<file path="config.mk">
export PLATFORM = sky130hd
export DESIGN_NAME = binary_cross_stencil_filter_top
export DESIGN_NICKNAME = d
export VERILOG_FILES = /design/src/rtl/core/bcsf_pkg.sv /design/src/rtl/core/binary_cross_stencil_filter_top.sv /design/src/rtl/core/bcsf_ram.sv /design/src/rtl/core/bcsf_pos.sv /design/src/rtl/core/bcsf_window.sv
export SDC_FILE = /design/constraint.sdc
export NUM_CORES = 2
export LEC_CHECK = 0
export ABC_AREA = 1
export BUFFER_PORTS_ARGS = -buffer_cell sky130_fd_sc_hd__buf_2
export CORE_MARGIN = 4
export CORE_UTILIZATION = 45
export CTS_CLUSTER_DIAMETER = 60
export CTS_CLUSTER_SIZE = 16
export DETAILED_ROUTE_END_ITERATION = 10
export GPL_TIMING_DRIVEN = 0
export PLACE_DENSITY = 0.63
export REMOVE_ABC_BUFFERS = 1
export SETUP_SLACK_MARGIN = 0.05
export SLEW_MARGIN = 20
export SYNTH_ARGS = -nofsm -noshare
export SYNTH_HDL_FRONTEND = slang
export SYNTH_SLANG_ARGS = --single-unit
</file>
<file path="constraint.sdc">
create_clock -name clk -period 37.5 [get_ports clk]
set_input_delay 3.75 -clock clk [delete_from_list [all_inputs] [get_ports clk]]
set_output_delay 3.75 -clock clk [all_outputs]
set_load 0.01 [all_outputs]
</file>
<file path="src/rtl/core/bcsf_pkg.sv">
// Shared types and constants for the binary cross stencil filter.
// No dependencies; used by the top level, bcsf_pos and bcsf_window.
package bcsf_pkg;

  // Filter mode codes
  localparam logic MODE_BRIDGE = 1'b0;
  localparam logic MODE_SPUR   = 1'b1;

  // Configuration register indexes
  localparam int unsigned CFG_IDX_W = 2;
  localparam logic [CFG_IDX_W-1:0] REG_FILTER_MODE  = 2'd0;
  localparam logic [CFG_IDX_W-1:0] REG_IMAGE_WIDTH  = 2'd1;
  localparam logic [CFG_IDX_W-1:0] REG_IMAGE_HEIGHT = 2'd2;

  // Configuration field widths
  localparam int unsigned CFG_DATA_W   = 13;
  localparam int unsigned CFG_WIDTH_W  = 11;
  localparam int unsigned CFG_HEIGHT_W = 13;

  // Pixel codes
  localparam int unsigned PIX_W = 8;
  localparam logic [PIX_W-1:0] PIX_SET   = 8'd255;
  localparam logic [PIX_W-1:0] PIX_CLEAR = 8'd0;

  // Smallest accepted image size in either direction
  localparam int unsigned MIN_SIZE = 3;

  // Per-word position flags handed from the counters to the window stage
  typedef struct packed {
    logic emit;   // interior pixel, a result word follows
    logic last;   // final interior pixel of the frame
  } pos_flags_t;

endpackage

</file>
<file path="src/rtl/core/binary_cross_stencil_filter_top.sv">
// Binary cross stencil filter, top level: configuration registers, counters,
// line buffer RAM and window stage. Depends on bcsf_pkg, bcsf_ram, bcsf_pos, bcsf_window.
//
// Usage:
//   Input words (in_*) carry one 8-bit grey pixel each in raster order; any
//   non-zero value counts as set. Output words (out_*) carry one filtered
//   pixel (0 or 255) for each interior pixel, i.e. not in the first or last
//   row or column; out_tlast marks the last interior pixel of the frame.
//   The result for pixel (r-1,c-1) is produced by the word carrying (r,c).
//   An accepted word is registered in the window stage, its result in the
//   output register. Throughput: one word per cycle unless the receiver
//   stalls, set by the separate read and write ports of the line buffer RAM
//   (read on accept, write back at a different column as the stage drains).
//   When the receiver stalls, one finished word waits in the output register,
//   one more in the window stage, and in_tready drops only when both are full
//   (border words pass through without needing the output slot).
//   Reset clears counters, window and handshake state and loads mode 0
//   (bridge), width 640 and height 480, clamped to size limits. Line buffers
//   are not cleared; the first two rows fill them before use. The user must
//   write configuration (cfg_*) only while no words are in flight; unenforced.
module binary_cross_stencil_filter_top #(
  parameter int unsigned MAX_WIDTH  = 1024,
  parameter int unsigned MAX_HEIGHT = 4096
) (
  input  logic                              clk,
  input  logic                              rst_n,
  // input stream
  input  logic                              in_tvalid,
  output logic                              in_tready,
  input  logic [7:0]                        in_tdata,   // [7:0] pixel_value
  // result stream
  output logic                              out_tvalid,
  input  logic                              out_tready,
  output logic [7:0]                        out_tdata,  // [7:0] output_pixel
  output logic                              out_tlast,  // frame_last
  // configuration write port
  input  logic                              cfg_we,
  input  logic [bcsf_pkg::CFG_IDX_W-1:0]    cfg_index,
  input  logic [bcsf_pkg::CFG_DATA_W-1:0]   cfg_wdata
);

  localparam int unsigned CW = $clog2(MAX_WIDTH);
  localparam int unsigned RW = $clog2(MAX_HEIGHT);
  localparam int unsigned WW = $clog2(MAX_WIDTH + 1);
  localparam int unsigned HW = $clog2(MAX_HEIGHT + 1);
  localparam int unsigned W_RESET = (640 > MAX_WIDTH) ? MAX_WIDTH : 640;
  localparam int unsigned H_RESET = (480 > MAX_HEIGHT) ? MAX_HEIGHT : 480;

  logic          mode_r;
  logic [WW-1:0] width_r;
  logic [HW-1:0] height_r;
  logic [31:0]   wv, hv;
  logic [WW-1:0] width_clamped;
  logic [HW-1:0] height_clamped;

  // Clamp sizes on write; only the clamped value is ever used
  always_comb begin
    wv = 32'(cfg_wdata[bcsf_pkg::CFG_WIDTH_W-1:0]);
    hv = 32'(cfg_wdata[bcsf_pkg::CFG_HEIGHT_W-1:0]);
    priority if (wv < 32'(bcsf_pkg::MIN_SIZE)) begin
      width_clamped = WW'(bcsf_pkg::MIN_SIZE);
    end else if (wv > 32'(MAX_WIDTH)) begin
      width_clamped = WW'(MAX_WIDTH);
    end else begin
      width_clamped = wv[WW-1:0];
    end
    priority if (hv < 32'(bcsf_pkg::MIN_SIZE)) begin
      height_clamped = HW'(bcsf_pkg::MIN_SIZE);
    end else if (hv > 32'(MAX_HEIGHT)) begin
      height_clamped = HW'(MAX_HEIGHT);
    end else begin
      height_clamped = hv[HW-1:0];
    end
  end

  // Configuration registers
  always_ff @(posedge clk) begin
    if (!rst_n) begin
      mode_r   <= bcsf_pkg::MODE_BRIDGE;
      width_r  <= WW'(W_RESET);
      height_r <= HW'(H_RESET);
    end else if (cfg_we) begin
      if (cfg_index == bcsf_pkg::REG_FILTER_MODE) begin
        mode_r <= cfg_wdata[0];
      end
      if (cfg_index == bcsf_pkg::REG_IMAGE_WIDTH) begin
        width_r <= width_clamped;
      end
      if (cfg_index == bcsf_pkg::REG_IMAGE_HEIGHT) begin
        height_r <= height_clamped;
      end
    end
  end

  logic                 in_acc;
  logic [CW-1:0]        col_idx;
  bcsf_pkg::pos_flags_t pos_flags;
  logic                 ram_we;
  logic [CW-1:0]        ram_waddr;
  logic [1:0]           ram_wdata, ram_rdata;

  assign in_acc = in_tvalid && in_tready;

  // Position counters
  bcsf_pos #(
    .CW (CW),
    .RW (RW),
    .WW (WW),
    .HW (HW)
  ) u_pos (
    .clk     (clk),
    .rst_n   (rst_n),
    .in_acc  (in_acc),
    .img_w   (width_r),
    .img_h   (height_r),
    .col_idx (col_idx),
    .flags   (pos_flags)
  );

  // Line buffers: bit 0 row two above, bit 1 row just above
  bcsf_ram #(
    .WIDTH (2),
    .DEPTH (MAX_WIDTH),
    .AW    (CW)
  ) u_lines (
    .clk   (clk),
    .we    (ram_we),
    .waddr (ram_waddr),
    .wdata (ram_wdata),
    .re    (in_acc),
    .raddr (col_idx),
    .rdata (ram_rdata)
  );

  // Window, decision and output register
  bcsf_window #(
    .AW (CW)
  ) u_window (
    .clk       (clk),
    .rst_n     (rst_n),
    .in_acc    (in_acc),
    .in_bit    (in_tdata != 8'd0),
    .in_flags  (pos_flags),
    .in_idx    (col_idx),
    .in_ready  (in_tready),
    .ram_rdata (ram_rdata),
    .ram_we    (ram_we),
    .ram_waddr (ram_waddr),
    .ram_wdata (ram_wdata),
    .mode      (mode_r),
    .out_valid (out_tvalid),
    .out_ready (out_tready),
    .out_data  (out_tdata),
    .out_last  (out_tlast)
  );

endmodule

</file>
<file path="src/rtl/core/bcsf_ram.sv">
// Generic simple dual-port RAM: one write port, one read port, registered read.
// No dependencies.
module bcsf_ram #(
  parameter int unsigned WIDTH = 2,
  parameter int unsigned DEPTH = 1024,
  parameter int unsigned AW    = $clog2(DEPTH)
) (
  input  logic             clk,
  input  logic             we,
  input  logic [AW-1:0]    waddr,
  input  logic [WIDTH-1:0] wdata,
  input  logic             re,
  input  logic [AW-1:0]    raddr,
  output logic [WIDTH-1:0] rdata
);

  logic [WIDTH-1:0] mem [DEPTH];
  logic [WIDTH-1:0] rdata_r;

  always_ff @(posedge clk) begin
    if (we) begin
      mem[waddr] <= wdata;
    end
    if (re) begin
      rdata_r <= mem[raddr];
    end
  end

  assign rdata = rdata_r;

endmodule

</file>
<file path="src/rtl/core/bcsf_pos.sv">
// Column/row counters: position of the incoming word and its result flags.
// Depends on bcsf_pkg.
module bcsf_pos #(
  parameter int unsigned CW = 10,  // column counter bits
  parameter int unsigned RW = 12,  // row counter bits
  parameter int unsigned WW = 11,  // effective width bits
  parameter int unsigned HW = 13   // effective height bits
) (
  input  logic                clk,
  input  logic                rst_n,
  input  logic                in_acc,
  input  logic [WW-1:0]       img_w,
  input  logic [HW-1:0]       img_h,
  output logic [CW-1:0]       col_idx,
  output bcsf_pkg::pos_flags_t flags
);

  logic [CW-1:0] col_r, col_nxt;
  logic [RW-1:0] row_r, row_nxt;

  // Compare in one bit more than the counters so limits and c+1 fit
  logic [CW:0] cx, cx_inc, wx;
  logic [RW:0] rx, rx_inc, hx;

  always_comb begin
    cx     = {1'b0, col_r};
    cx_inc = cx + 1'b1;
    wx     = (CW+1)'(img_w);
    rx     = {1'b0, row_r};
    rx_inc = rx + 1'b1;
    hx     = (RW+1)'(img_h);
  end

  // Result flags for the word being accepted
  always_comb begin
    flags.emit = (rx >= (RW+1)'(2)) && (cx >= (CW+1)'(2)) && (rx < hx) && (cx < wx);
    flags.last = (rx == hx - 1'b1) && (cx == wx - 1'b1);
  end

  assign col_idx = col_r;

  // Raster advance with wrap at the configured limits
  always_comb begin
    col_nxt = col_r;
    row_nxt = row_r;
    if (in_acc) begin
      if (cx_inc >= wx) begin
        col_nxt = '0;
        row_nxt = (rx_inc >= hx) ? '0 : rx_inc[RW-1:0];
      end else begin
        col_nxt = cx_inc[CW-1:0];
        row_nxt = (rx >= hx) ? '0 : row_r;
      end
    end
  end

  always_ff @(posedge clk) begin
    if (!rst_n) begin
      col_r <= '0;
      row_r <= '0;
    end else begin
      col_r <= col_nxt;
      row_r <= row_nxt;
    end
  end

endmodule

</file>
<file path="src/rtl/core/bcsf_window.sv">
// Window stage: 3x3 bit window, stencil decision, line buffer write-back
// and the output register with its handshake. Depends on bcsf_pkg.
module bcsf_window #(
  parameter int unsigned AW = 10
) (
  input  logic                        clk,
  input  logic                        rst_n,
  input  logic                        in_acc,
  input  logic                        in_bit,
  input  bcsf_pkg::pos_flags_t        in_flags,
  input  logic [AW-1:0]               in_idx,
  output logic                        in_ready,
  input  logic [1:0]                  ram_rdata,  // bit 0 upper, bit 1 middle
  output logic                        ram_we,
  output logic [AW-1:0]               ram_waddr,
  output logic [1:0]                  ram_wdata,
  input  logic                        mode,
  output logic                        out_valid,
  input  logic                        out_ready,
  output logic [bcsf_pkg::PIX_W-1:0]  out_data,
  output logic                        out_last
);

  logic                  s1_valid_r, s1_valid_nxt;
  logic                  s1_bit_r;
  bcsf_pkg::pos_flags_t  s1_flags_r;
  logic [AW-1:0]         s1_idx_r;
  logic [8:0]            window_r, window_nxt;
  logic                  out_valid_r, out_valid_nxt;
  logic [bcsf_pkg::PIX_W-1:0] out_data_r;
  logic                  out_last_r;

  logic out_free, s1_move, s1_emit;
  logic centre, up, down, left, right, set_bit;

  // Stage handshake: the stage drains when its word needs no output slot or the slot is free
  always_comb begin
    out_free = !out_valid_r || out_ready;
    s1_move  = s1_valid_r && (!s1_flags_r.emit || out_free);
    s1_emit  = s1_move && s1_flags_r.emit;
    in_ready = !s1_valid_r || s1_move;
  end

  // New column {pixel, middle, upper} enters at the top, oldest drops out
  always_comb begin
    window_nxt = {s1_bit_r, ram_rdata[1], ram_rdata[0], window_r[8:3]};
    centre = window_nxt[4];
    up     = window_nxt[3];
    down   = window_nxt[5];
    left   = window_nxt[1];
    right  = window_nxt[7];
    unique case (mode)
      bcsf_pkg::MODE_BRIDGE: set_bit = centre | (up & down) | (left & right);
      bcsf_pkg::MODE_SPUR:   set_bit = centre & (up | down | left | right);
      default:               set_bit = centre;
    endcase
  end

  // Line buffers shift down one row at this column
  assign ram_we    = s1_move;
  assign ram_waddr = s1_idx_r;
  assign ram_wdata = {s1_bit_r, ram_rdata[1]};

  always_comb begin
    s1_valid_nxt = s1_valid_r;
    if (in_acc) begin
      s1_valid_nxt = 1'b1;
    end else if (s1_move) begin
      s1_valid_nxt = 1'b0;
    end
    out_valid_nxt = out_valid_r;
    if (s1_emit) begin
      out_valid_nxt = 1'b1;
    end else if (out_ready) begin
      out_valid_nxt = 1'b0;
    end
  end

  // Control state
  always_ff @(posedge clk) begin
    if (!rst_n) begin
      s1_valid_r  <= 1'b0;
      out_valid_r <= 1'b0;
      window_r    <= '0;
    end else begin
      s1_valid_r  <= s1_valid_nxt;
      out_valid_r <= out_valid_nxt;
      if (s1_move) begin
        window_r <= window_nxt;
      end
    end
  end

  // Payload registers
  always_ff @(posedge clk) begin
    if (in_acc) begin
      s1_bit_r   <= in_bit;
      s1_flags_r <= in_flags;
      s1_idx_r   <= in_idx;
    end
    if (s1_emit) begin
      out_data_r <= set_bit ? bcsf_pkg::PIX_SET : bcsf_pkg::PIX_CLEAR;
      out_last_r <= s1_flags_r.last;
    end
  end

  assign out_valid = out_valid_r;
  assign out_data  = out_data_r;
  assign out_last  = out_last_r;

  // An accepted word always lands in the window stage
  a_acc_lands: assert property (@(posedge clk) disable iff (!rst_n)
    in_acc |=> s1_valid_r)
    else $error("accepted word did not reach window stage");

  // Frame end is only ever flagged on an interior pixel
  a_last_interior: assert property (@(posedge clk) disable iff (!rst_n)
    s1_valid_r && s1_flags_r.last |-> s1_flags_r.emit)
    else $error("frame end flagged on a border pixel");

  // Result words carry only the two binary codes
  a_binary_out: assert property (@(posedge clk) disable iff (!rst_n)
    out_valid_r |-> (out_data_r == bcsf_pkg::PIX_SET) || (out_data_r == bcsf_pkg::PIX_CLEAR))
    else $error("result word is not binary");

endmodule

</file>
==> results by group <==
Drt
  • TritonRoute pass-1 iters: 5
  • Antenna Nets Post-Route: 0
  • Starting DRT DRC Count: ~7000
  • Routed length per instance: 21.2 µm
  • DR vias/cell: between 5 and 6
  • Vias: about 67000
  • Drt drc: 0
  • Final WL: approximately 260000 µm

Yosys
  • Post-synthesis sequential area ratio: 67.1%
  • Synth Area in Adders: less than 1%
  • Yosys top cell by area: edfxtp_1
  • Post-Syn Area: 94000 µm²
  • Mux cell area share after synthesis: 0%
  • Synth Instances: around 9500
  • Syn Area/Cell: 9.91 µm²
  • Yosys warnings: 0
  • Synth top area share: roughly two thirds
  • Compound-gate portion of the synthesized area: 5.03%
  • Number of synthesized register bits: 2118
  • Simple-gate portion of the synthesized area: between 20% and 30%
  • Xor/xnor cell area share of the yosys netlist: less than 1%
  • Main combinational cell family by area after synthesis: simple AND/OR/NAND/NOR gates
  • Synth area leaders: edfxtp_1 66%, nand2_1 9.5%, nor2_1 8.5%, o21ai_0 3.4%, nand3_1 2.9%
  • Netlist cell types: 38

STA
  • Fin worst setup slack: about 30 ns
  • Measured slew at the worst slew-check pin: about 1.2 ns
  • Final hold viol count: 0
  • Setup Skew: roughly 0.024 ns
  • RSZ-0062 raised after global routing: no
  • Maximum clock rate: about 130 MHz
  • Fin crit period: 7.98 ns
  • Final setup violation count: 0
  • Max-slew violation count: 0
  • Slew margin rel.: between 10% and 20%
  • Crit share post-route: between 20% and 30%

Clock network
  • Post-CTS Setup Inserts: 0
  • CTS buffer count: ~160
  • Htree depth: 4
  • CTS tree: built
  • Root buffer cell: clkbuf_16
  • Max clock buf depth: 3
  • Clock transition at the registers of the reported paths: 0.07 ns
  • CTS Sinks: about 2100
  • Insertion delay to the later sink of the worst-skew pair: 0.83 ns
  • # hold bufs at CTS: 0
  • Cts repair resizes: 0

Outcome
  • Status: completed

Job
  • Max-Cap Viols: 0

Cells and area
  • Post-route insts no fill: about 12000
  • Most common cell after layout, fill and taps aside: nand2_1
  • # fillers: between 15000 and 20000
  • Final nets: roughly 9400
  • Syn-to-layout area delta: 12.0%
  • Most frequent cells in the layout: 2351 x nand2_1, 2109 x nor2_1, 2065 x edfxtp_1
  • Share of cells above drive strength 1: 6.41%

Setup path
  • Crit Path Max Fanout: 3
  • Startpoint Class: primary input
  • Critical path class: primary input to output pin
  • CP Capture Type: output pin
  • Worst EP required: 33.75 ns
  • Critical path startpoint: out_tready
  • Reg2Reg Launch Point: u_pos.col_idx[0]
  • Arr. time, crit path: 4.23 ns
  • Reg2Reg Depth: 24

Floorplanning
  • Num rows: about 170
  • I/O Pins: 39
  • Chip width: approximately 470 µm
  • Die Ht: around 470 µm
  • Die footprint: 216000 µm²
  • Core Region: about 210000 µm²
  • Effective utilization at floorplan: a little under half

Placed design
  • DP HPWL: 163000 µm
  • Routability cong.: roughly 0.83
  • DP Worst Slack: just under 30 ns
  • PortBufs: 38
  • DP Cell Count: 11900

Min path
  • Min-delay src: u_window.s1_flags_r[0]
  • Worst Hold Class: flip-flop to flip-flop
  • Hold Path Stages: 0

Global route
  • Gr usage total: a little under a quarter
  • First-pass GRT wire length: between 300000 and 400000 µm
  • Vias in the first global route: 64700
  • Largest net degree at the start of global routing: roughly 140
  • Remaining global-route overflow: 0
  • Initial antenna violation count: 7

Power
  • Power Density: 44.5 nW/µm²
  • Worst VDD drop: roughly 0.05 mV
  • Leak: approximately 0.038 µW
metal layers:
metal | wire length (µm) | track usage, %
met2 | 123000 | 38.9
met1 | 104000 | 31.0
met3 | 21900 | 4.10
met4 | 9530 | 8.30
met5 | 13 | 0
synthesized netlist by cell type, drive strengths merged:
cell type / count
a211oi: 5
a21oi: 102
a221oi: 1
a22o: 1
a31oi: 4
and2: 1
buf: 293
clkbuf: 347
clkinv: 9
dfxtp: 53
edfxtp: 2065
ha: 52
inv: 566
nand2: 2386
nand3: 553
nand4: 24
nor2: 2116
nor3: 49
nor3b: 1
nor4: 11
nor4b: 1
o2111ai: 2
o211ai: 66
o21ai: 693
o221ai: 2
o22ai: 20
o31ai: 1
o41ai: 1
or2: 3
or4: 1
xnor2: 7
xor2: 43
kinds of logic after synthesis:
logic type | Yosys count
flip-flops | 2118
buffers and inverters | 1215
AND/OR/NAND/NOR | 5146
XOR/XNOR | 50
AO/OA/AOI/OAI | 898
adder cells (fa/ha/maj) | 52
registers in the layout (all words and copies together), names as in the netlist:
register,flops
u_pos.row_r,12
u_lines.mem,2048
height_r,13
u_window.s1_bit_r,1
u_window.out_data,1
u_window.window_r,4
u_lines.rdata,2
width_r,11
u_pos.col_idx,10
u_window.out_valid,1
u_window.s1_valid_r,1
u_window.s1_flags_r,2
u_window.out_last,1
mode_r,1
u_window.ram_waddr,10
stage by stage:
stage	area, µm²	power, µW	hold slack [ns]	TNS, ns	utilization (%)
after floorplan	91200	3000	0.400	-537.00	-
final	105000	4680	0.431	0	50.7
after detailed placement	100000	3040	0.424	0	48.3
after global placement	94900	3210	0.422	-2700.64	45.7
after CTS	105000	4700	0.435	0	50.7
after global routing	105000	4840	0.435	0	50.7
final timing paths:
check / to / slack [ns]
max: in_tready / 29.52
min: u_window.out_last / 0.43
max reg2reg: u_lines.rdata[1] / 31.82
min reg2reg: u_window.out_last / 0.43
worst max-delay path: stages:
cell and delay, ns:
buf_2 0.09, inv_1 0.08, nand4_1 0.13, buf_2 0.18
power by group:
group	switching (µW)	internal, µW
registers	7.56	2600
clock network	831	861
logic	262	121
final cells by class:
cell class	count	area, µm²	area share, %
Clock inverter	64	742	0.705
Multi-Input combinational cell	6146	26500	25.2
Clock buffer	182	4170	3.96
Tap cell	2788	3490	3.31
Inverter	575	2190	2.08
Antenna cell	2	5.00	0.00476
Sequential cell	2118	63100	59.9
Timing Repair Buffer	294	5090	4.84
Note: power is estimated with default switching activity, not from simulation.
